### src/csc_pkg.sv
// shared types and constants for the wheel speed and distance block
// no dependencies
package csc_pkg;

   localparam logic [3:0] ST_OK           = 4'd0;
   localparam logic [3:0] ST_BASELINE     = 4'd1;
   localparam logic [3:0] ST_REBASELINE   = 4'd2;
   localparam logic [3:0] ST_NO_UPDATE    = 4'd3;
   localparam logic [3:0] ST_NO_WHEEL     = 4'd4;
   localparam logic [3:0] ST_BAD_ARGUMENT = 4'd5;
   localparam logic [3:0] ST_BAD_FLAGS    = 4'd6;
   localparam logic [3:0] ST_BAD_LENGTH   = 4'd7;
   localparam logic [3:0] ST_OUT_OF_RANGE = 4'd8;

   localparam logic [7:0]  RESERVED_MASK = 8'hFC;
   localparam logic [3:0]  COUNT_LIMIT   = 4'd12;
   localparam logic [15:0] CIRC_RESET    = 16'd2105;
   localparam logic [9:0]  MM_PER_M      = 10'd1000;
   localparam logic [6:0]  DIV_STEPS     = 7'd65;

   localparam logic [1:0] REG_CIRC = 2'd0;

   typedef enum logic [2:0] {
      S_IDLE, S_CHECK, S_MUL, S_PREP, S_DIV, S_FIN
   } state_type;

   // controller to datapath
   typedef struct packed {
      logic capture;
      logic check;
      logic mul;
      logic prep;
      logic div_step;
      logic load;
   } cmd_type;

   // datapath to controller
   typedef struct packed {
      logic terminal;
      logic div_last;
      logic out_free;
   } stat_type;

endpackage

### src/csc_ctrl.sv
// controller for the wheel speed and distance block
// depends on csc_pkg
module csc_ctrl import csc_pkg::*; (
   input  logic     clock,
   input  logic     reset,
   input  logic     req_tvalid,
   input  logic     req_tlast,
   output logic     req_tready,
   input  stat_type stat,
   output cmd_type  cmd
);

   state_type state_ff, state_in;

   // state register
   always_ff @(posedge clock) begin
      if (reset) begin
         state_ff <= S_IDLE;
      end else begin
         state_ff <= state_in;
      end
   end

   // next state and commands
   always_comb begin
      state_in   = state_ff;
      cmd        = '0;
      req_tready = 1'b0;
      unique case (state_ff)
         S_IDLE: begin
            req_tready  = 1'b1;
            cmd.capture = req_tvalid;
            if (req_tvalid && req_tlast) state_in = S_CHECK;
         end
         S_CHECK: begin
            cmd.check = 1'b1;
            state_in  = stat.terminal ? S_FIN : S_MUL;
         end
         S_MUL: begin
            cmd.mul  = 1'b1;
            state_in = S_PREP;
         end
         S_PREP: begin
            cmd.prep = 1'b1;
            state_in = S_DIV;
         end
         S_DIV: begin
            cmd.div_step = 1'b1;
            if (stat.div_last) state_in = S_FIN;
         end
         S_FIN: begin
            if (stat.out_free) begin
               cmd.load = 1'b1;
               state_in = S_IDLE;
            end
         end
         default: state_in = S_IDLE;
      endcase
   end

endmodule

### src/csc_dp.sv
// datapath: byte capture, checks, multiply, serial divide, output word
// depends on csc_pkg
module csc_dp import csc_pkg::*; (
   input  logic         clock,
   input  logic         reset,
   input  logic [7:0]   payload_byte,
   input  logic         last_byte,
   input  logic [15:0]  circ,
   input  cmd_type      cmd,
   output stat_type     stat,
   input  logic         rsp_tready,
   output logic         rsp_tvalid,
   output logic [119:0] rsp_tdata
);

   logic [3:0]  count_ff, len_ff;
   logic [7:0]  flag_ff;
   logic [31:0] rx_revs_ff, prev_revs_ff, drevs_ff;
   logic [15:0] rx_time_ff, prev_time_ff, dticks_ff;
   logic        base_set_ff, acc_ff, ovf_ff, qhi_ff, out_valid_ff;
   logic [63:0] dist_ff, sum_ff;
   logic [3:0]  st_ff;
   logic [47:0] ddist_ff;
   logic [25:0] den_ff;
   logic [64:0] divd_ff;
   logic [25:0] rem_ff;
   logic [15:0] q_ff;
   logic [6:0]  step_ff;
   logic [119:0] out_ff;

   logic [3:0]  count_next, expected, chk_st;
   logic        chk_acc, chk_term;
   logic [31:0] drevs;
   logic [15:0] dticks;
   logic [64:0] sum_wide, num_rnd;
   logic [26:0] trial;
   logic        fits, fin_ok, commit_acc;
   logic [3:0]  fin_st;

   assign count_next = (count_ff < COUNT_LIMIT) ? count_ff + 4'd1 : COUNT_LIMIT;

   // byte capture
   always_ff @(posedge clock) begin
      if (reset) begin
         count_ff   <= '0;
         flag_ff    <= '0;
         rx_revs_ff <= '0;
         rx_time_ff <= '0;
      end else if (cmd.capture) begin
         count_ff <= last_byte ? 4'd0 : count_next;
         case (count_ff)
            4'd0: flag_ff <= payload_byte;
            4'd1: rx_revs_ff[7:0]   <= payload_byte;
            4'd2: rx_revs_ff[15:8]  <= payload_byte;
            4'd3: rx_revs_ff[23:16] <= payload_byte;
            4'd4: rx_revs_ff[31:24] <= payload_byte;
            4'd5: rx_time_ff[7:0]   <= payload_byte;
            4'd6: rx_time_ff[15:8]  <= payload_byte;
            default: ;
         endcase
      end
   end

   always_ff @(posedge clock) begin
      if (cmd.capture && last_byte) len_ff <= count_next;
   end

   // checks in priority order
   assign drevs    = rx_revs_ff - prev_revs_ff;
   assign dticks   = rx_time_ff - prev_time_ff;
   assign expected = 4'd1 + (flag_ff[0] ? 4'd6 : 4'd0) + (flag_ff[1] ? 4'd4 : 4'd0);

   always_comb begin
      chk_acc  = 1'b0;
      chk_term = 1'b1;
      if ((flag_ff & RESERVED_MASK) != 8'd0) chk_st = ST_BAD_FLAGS;
      else if (len_ff != expected)           chk_st = ST_BAD_LENGTH;
      else if (circ == 16'd0)                chk_st = ST_BAD_ARGUMENT;
      else if (!flag_ff[0])                  chk_st = ST_NO_WHEEL;
      else if (!base_set_ff) begin
         chk_st  = ST_BASELINE;
         chk_acc = 1'b1;
      end else if (rx_revs_ff < prev_revs_ff) begin
         chk_st  = ST_REBASELINE;
         chk_acc = 1'b1;
      end else if (dticks == 16'd0)          chk_st = ST_NO_UPDATE;
      else if (drevs == 32'd0) begin
         chk_st  = ST_NO_UPDATE;
         chk_acc = 1'b1;
      end else begin
         chk_st   = ST_OK;
         chk_acc  = 1'b1;
         chk_term = 1'b0;
      end
   end

   always_ff @(posedge clock) begin
      if (cmd.check) begin
         st_ff     <= chk_st;
         acc_ff    <= chk_acc;
         drevs_ff  <= drevs;
         dticks_ff <= dticks;
      end
   end

   // multiply, then distance sum and rounded dividend
   // num = ddist * 36864 = (ddist << 15) + (ddist << 12)
   assign sum_wide = {1'b0, dist_ff} + {17'd0, ddist_ff};
   assign num_rnd  = {2'b0, ddist_ff, 15'd0} + {5'b0, ddist_ff, 12'd0}
                   + {40'd0, den_ff[25:1]};

   always_ff @(posedge clock) begin
      if (cmd.mul) begin
         ddist_ff <= {16'd0, drevs_ff} * {32'd0, circ};
         den_ff   <= {10'd0, dticks_ff} * {16'd0, MM_PER_M};
      end
      if (cmd.prep) begin
         ovf_ff  <= sum_wide[64];
         sum_ff  <= sum_wide[63:0];
      end
   end

   // restoring divide, one quotient bit a cycle
   assign trial = {rem_ff, divd_ff[64]};
   assign fits  = trial >= {1'b0, den_ff};

   always_ff @(posedge clock) begin
      if (reset) begin
         step_ff <= '0;
      end else if (cmd.prep) begin
         step_ff <= '0;
      end else if (cmd.div_step) begin
         step_ff <= step_ff + 7'd1;
      end
   end

   always_ff @(posedge clock) begin
      if (cmd.prep) begin
         rem_ff  <= '0;
         q_ff    <= '0;
         qhi_ff  <= 1'b0;
         divd_ff <= num_rnd;
      end else if (cmd.div_step) begin
         rem_ff  <= fits ? 26'(trial - {1'b0, den_ff}) : trial[25:0];
         divd_ff <= {divd_ff[63:0], 1'b0};
         q_ff    <= {q_ff[14:0], fits};
         qhi_ff  <= qhi_ff | q_ff[15];
      end
   end

   assign stat.div_last = (step_ff == DIV_STEPS - 7'd1);
   assign stat.terminal = chk_term;
   assign stat.out_free = !out_valid_ff || rsp_tready;

   // final status and state commit
   assign fin_ok     = (st_ff == ST_OK) && !ovf_ff && !qhi_ff;
   assign fin_st     = (st_ff == ST_OK) ? (fin_ok ? ST_OK : ST_OUT_OF_RANGE) : st_ff;
   assign commit_acc = acc_ff && ((st_ff != ST_OK) || fin_ok);

   always_ff @(posedge clock) begin
      if (reset) begin
         base_set_ff  <= 1'b0;
         prev_revs_ff <= '0;
         prev_time_ff <= '0;
         dist_ff      <= '0;
      end else if (cmd.load) begin
         if (st_ff == ST_BASELINE) base_set_ff <= 1'b1;
         if (commit_acc) begin
            prev_revs_ff <= rx_revs_ff;
            prev_time_ff <= rx_time_ff;
         end
         if (fin_ok) dist_ff <= sum_ff;
      end
   end

   // output register
   always_ff @(posedge clock) begin
      if (reset) begin
         out_valid_ff <= 1'b0;
      end else if (cmd.load) begin
         out_valid_ff <= 1'b1;
      end else if (rsp_tready) begin
         out_valid_ff <= 1'b0;
      end
   end

   always_ff @(posedge clock) begin
      if (cmd.load) begin
         out_ff <= {3'd0,
                    fin_ok ? sum_ff : dist_ff,
                    fin_ok ? drevs_ff : 32'd0,
                    fin_ok ? q_ff : 16'd0,
                    fin_ok,
                    fin_st};
      end
   end

   assign rsp_tvalid = out_valid_ff;
   assign rsp_tdata  = out_ff;

endmodule

### src/csc_wheel_speed_distance.sv
// Wheel speed and distance decoder, top level.
// Takes one payload byte a cycle while idle. After the last byte, a check state
// leads to the finish state for a check-only status, or via multiply, prep and a
// 65-step restoring divider (one quotient bit a cycle). One payload at a time.
// Reset (synchronous, active high) clears all wheel state and distance,
// and sets the circumference register to 2105 mm.
module csc_wheel_speed_distance import csc_pkg::*; (
   input  logic         clock,
   input  logic         reset,
   input  logic         req_tvalid,
   output logic         req_tready,
   input  logic [7:0]   req_tdata,   // payload_byte
   input  logic         req_tlast,   // last_byte
   output logic         rsp_tvalid,
   input  logic         rsp_tready,
   // status[3:0], speed_valid[4], speed_kmh_x10[20:5], revolutions_delta[52:21],
   // total_distance_mm[116:53], zero fill
   output logic [119:0] rsp_tdata,
   input  logic         csr_psel,
   input  logic         csr_penable,
   input  logic         csr_pwrite,
   input  logic [1:0]   csr_paddr,
   input  logic [31:0]  csr_pwdata,
   output logic [31:0]  csr_prdata,
   output logic         csr_pready
);

   logic [15:0] circ_ff;
   cmd_type     cmd;
   stat_type    stat;

   // circumference register
   assign csr_pready = 1'b1;
   always_ff @(posedge clock) begin
      if (reset) begin
         circ_ff <= CIRC_RESET;
      end else if (csr_psel && csr_penable && csr_pwrite && csr_paddr == REG_CIRC) begin
         circ_ff <= csr_pwdata[15:0];
      end
   end
   assign csr_prdata = (csr_paddr == REG_CIRC) ? {16'd0, circ_ff} : 32'd0;

   csc_ctrl u_ctrl (
      .clock      (clock),
      .reset      (reset),
      .req_tvalid (req_tvalid),
      .req_tlast  (req_tlast),
      .req_tready (req_tready),
      .stat       (stat),
      .cmd        (cmd)
   );

   csc_dp u_dp (
      .clock        (clock),
      .reset        (reset),
      .payload_byte (req_tdata),
      .last_byte    (req_tlast),
      .circ         (circ_ff),
      .cmd          (cmd),
      .stat         (stat),
      .rsp_tready   (rsp_tready),
      .rsp_tvalid   (rsp_tvalid),
      .rsp_tdata    (rsp_tdata)
   );

endmodule

### config.mk
export PLATFORM = sky130hd
export DESIGN_NAME = csc_wheel_speed_distance
export DESIGN_NICKNAME = d
export VERILOG_FILES = /design/src/csc_pkg.sv /design/src/csc_ctrl.sv /design/src/csc_dp.sv /design/src/csc_wheel_speed_distance.sv
export SDC_FILE = /design/constraint.sdc
export NUM_CORES = 2
export LEC_CHECK = 0
export ABC_AREA = 1
export BUFFER_PORTS_ARGS = -buffer_cell sky130_fd_sc_hd__buf_4
export CAP_MARGIN = 10
export CORE_ASPECT_RATIO = 1.25
export CORE_MARGIN = 4
export CORE_UTILIZATION = 30
export DETAILED_ROUTE_END_ITERATION = 10
export GPL_ROUTABILITY_DRIVEN = 1
export GPL_TIMING_DRIVEN = 0
export PLACE_DENSITY_LB_ADDON = 0.3
export SLEW_MARGIN = 20
export SYNTH_ARGS = -nofsm -noshare
export SYNTH_HDL_FRONTEND = slang
export SYNTH_SLANG_ARGS = --single-unit
### constraint.sdc
create_clock -name clock -period 19.96 [get_ports clock]
set_input_delay 2.994 -clock clock [delete_from_list [all_inputs] [get_ports clock]]
set_output_delay 2.994 -clock clock [all_outputs]
set_load 0.05 [all_outputs]
==> flow_metrics.py <==
metrics = {
    "die": {
        "initial_utilization": 0.302,
        "die_w_um": 389,
        "io_pins": 205,
        "die_h_um": 484,
        "coreArea_um2": 180000,
        "die_area_um2": 188000,
        "rows": 174,
    },
    "placement": {
        "place_area_um2": 59000,
        "globalplace.congestion": 0.931,
        "dp.cells": 9522,
        "dpl.hpwl_um": 140000,
        "io_buffer_count": 167,
    },
    "sta": {
        "min_period_over_period": 0.389,
        "fmax_mhz": 129,
        "hold_viol": 0,
        "tightest_slew_ps": 1060,
        "finalSetupTns_ps": 0,
        "skew_ps": 44.7,
        "layout_min_cycle_time_ps": 7760,
        "slew_viol_final": 0,
        "hold_slack_ps": 454,
        "setup-violations-final": 0,
        "rsz0062_at_grt": "no",
        "slew_headroom": 0.291,
    },
    "power": {
        "switching_power_uw": 6100,
        "switching_share": 0.511,
        "p_leak_uw": 0.0302,
        "p_int_uw": 5840,
        "power_frac_comb": 0.715,
        "clockPowerShare": 0.123,
        "cellPowerDensity_nw_per_um2": 194,
        "power_frac_seq": 0.162,
        "ir_worst_vdd_uv": 347,
    },
    "clocking": {
        "clock_latency_ps": 710,
        "cts.clk_slew.worst_paths_ps": 60,
        "h-tree-depth": 3,
        "tritoncts": "built",
        "cts_resized": 0,
        "cts_inserted_buffers": 77,
        "clkSinkCount": 615,
        "root_buffer": "clkbuf_16",
        "cts_hold_buf": 0,
        "cts_setup_buffers": 0,
        "clk_path_buf_depth": 3,
    },
    "worst_setup_path": {
        "critical_path.top_delay_family": "adder cells",
        "cp_num_cells": 20,
        "crit_path_max_fanout": 10,
        "cp-end-kind": "register",
        "arrival_ps": 8150,
        "worst-r2r-cell-count": 20,
        "crit_slowest_cell": "clkbuf_1",
        "timing.critical_path.buf_inv": 6,
        "path_cells": "clkbuf_1 -> clkbuf_1 -> nand2_1 -> inv_1 -> fa_1 -> fa_1 -> fa_1 -> fa_1 -> fa_1 -> inv_1 -> fa_1 -> inv_1 -> ha_1 -> nand2_1 -> nor2_1 -> inv_1 -> o311ai_0 -> a21oi_1 -> o21ai_0 -> xor2_1",
        "slowest_delay_ps": 860,
        "setup.worst_path.class": "register to register",
        "cp.required_ps": 20350,
        "cp_common_cell": "fa_1",
        "cp-start-kind": "register",
    },
    "drt": {
        "drc": 0,
        "initialDrtViolationCount": 2910,
        "met3_length_um": 8550,
        "drt_pass1_iterations": 6,
        "vias": 45200,
        "maxUsedRoutingLayer": "met4",
        "routedWlPerCell_um": 17.6,
        "viasPerCell": 4.68,
        "met2_length_um": 80200,
        "wl_met1_um": 74900,
        "wl_um": 170000,
        "drtAntennaViolNets": 0,
    },
    "cells_and_area": {
        "stdcell_count": 9666,
        "finalNetCount": 8109,
        "fin_area_um2": 61700,
        "layout-drive-gt1-share": 0.0593,
        "syn2layout_area_growth_pct": 13.5,
    },
    "synth": {
        "synth_seq_cells": 615,
        "yosysUniqueCellTypes": 56,
        "async_flop_share": 0,
        "synth_ff_type": "edfxtp_1",
        "syn_area_per_cell_um2": 7.83,
        "synth-edff-count": 372,
        "synth-seq-area-share": 0.295,
        "syn_inst": 6937,
        "yosys_warnings": 0,
        "syn_area_um2": 54300,
    },
    "grt": {
        "grt_max_degree": 55,
        "grt_pass1_vias": 46200,
        "grt_use_total": 0.180,
        "antenna_found_initial": 4,
        "grt_overflow": 0,
        "grt_first_pass_wirelength_um": 265000,
    },
    "hold_path": {
        "whs_path_depth": 2,
        "worstHoldPathType": "register to register",
    },
    "outcome": {
        "status": "finished, final reports clean",
    },
    "run": {
        "drv_cap": 0,
    },
}
worst min-delay path, cell delays in order (launching register included):
cell     delay (ps)
dfxtp_1         290
inv_1            60
a21oi_1          50
cell type report:
class,count,area [um2]
sequential,615,16000
multi-input combinational,4619,31900
buffer,245,1010
antenna,1,2.50
tap,2376,2970
clock buffer,88,2000
fill,19000,118000
inverter,1476,5540
clock inverter,55,684
timing repair buffer,191,1600
worst paths after layout:
check | from | slack, ps | end
setup / recovery | circ_ff[15]$_SDFFE_PP0P_ | 12200 | u_dp.ddist_ff[40]$_DFFE_PP_
hold reg to reg | u_dp.prev_revs_ff[11]$_SDFFE_PP0P_ | 450 | u_dp.prev_revs_ff[11]$_SDFFE_PP0P_
setup reg to reg | circ_ff[15]$_SDFFE_PP0P_ | 12200 | u_dp.ddist_ff[40]$_DFFE_PP_
hold / removal | u_dp.prev_revs_ff[11]$_SDFFE_PP0P_ | 450 | u_dp.prev_revs_ff[11]$_SDFFE_PP0P_
layout by cell type (no fill, tap or decap), drive strengths merged, types with 71 or more instances in the layout:
master / Yosys / routed
edfxtp: 372 / 372
ha: 356 / 356
xnor2: 71 / 71
a21oi: 438 / 438
o21ai: 422 / 422
clkbuf: 216 / 304
inv: 1468 / 1476
nand3: 180 / 180
dfxtp: 243 / 243
xor2: 135 / 135
fa: 478 / 478
buf: 29 / 220
nand2: 1567 / 1567
nor2: 598 / 598
routing by layer:
metal	global-route usage	up-vias
met5	0	-
met4	0.0693	0
met3	0.0248	262
met2	0.307	1157
met1	0.231	21600
li1	-	22200
state kept, by name, indices dropped and copies added, names as in the netlist, 26 cells and up:
name               flops
u_dp.ddist_ff         48
u_dp.rx_revs_ff       32
u_dp.prev_revs_ff     32
u_dp.rem_ff           26
u_dp.drevs_ff         32
u_dp.divd_ff          63
u_dp.rsp_tdata       117
u_dp.sum_ff           64
u_dp.dist_ff          64
Yosys cell counts, types with 21 or more instances:
master    number  area (um2)
a31oi_1       50         313
xor2_1       135        1180
nand2_1     1544        5800
fa_1         478        9570
dfxtp_1      243        4860
xnor2_1       71         622
o21a_1        27         203
a21oi_1      432        2160
nand4_1       54         338
nand3b_1      25         188
nand2_2       21         131
edfxtp_1     372       11200
nor2_1       576        2160
inv_1       1457        5470
nand3_1      174         871
ha_1         356        4450
nor3_1        59         295
buf_4         21         158
clkbuf_1     216         811
o21ai_0      402        2010
metrics by stage:
stage / utilization / setup slack (ps) / total power, uW
floorplan: - / 10240 / 8090
global placement: 0.326 / 4210 / 10400
detailed placement: 0.328 / 12130 / 10500
CTS: 0.343 / 12100 / 12000
global route: 0.343 / 11760 / 13300
finish: 0.343 / 12200 / 11900
power groups by stage:
stage,registers (uW),clock network [uW],logic [uW]
after floorplan,1960,0,6130
after global placement,1960,0,8450
after detailed placement,1950,0,8500
after CTS,1930,1520,8550
after global routing,1940,1570,9750
final,1930,1470,8540
cell families (layout without fill, tap and decap cells):
| family | after synthesis | after routing | synth area share |
|---|---|---|---|
| buffers and inverters | 1721 | 2055 | 0.120 |
| adders and majority gates | 834 | 834 | 0.258 |
| and+or+nand+nor | 2518 | 2518 | 0.190 |
| DFF | 615 | 615 | 0.295 |
| other | 2 | 21 | 0.000138 |
| xor gates and xnor gates | 206 | 206 | 0.0332 |
| AOI/OAI and AO/OA | 1041 | 1041 | 0.104 |
No activity file was read; power rests on OpenSTA's default activity.
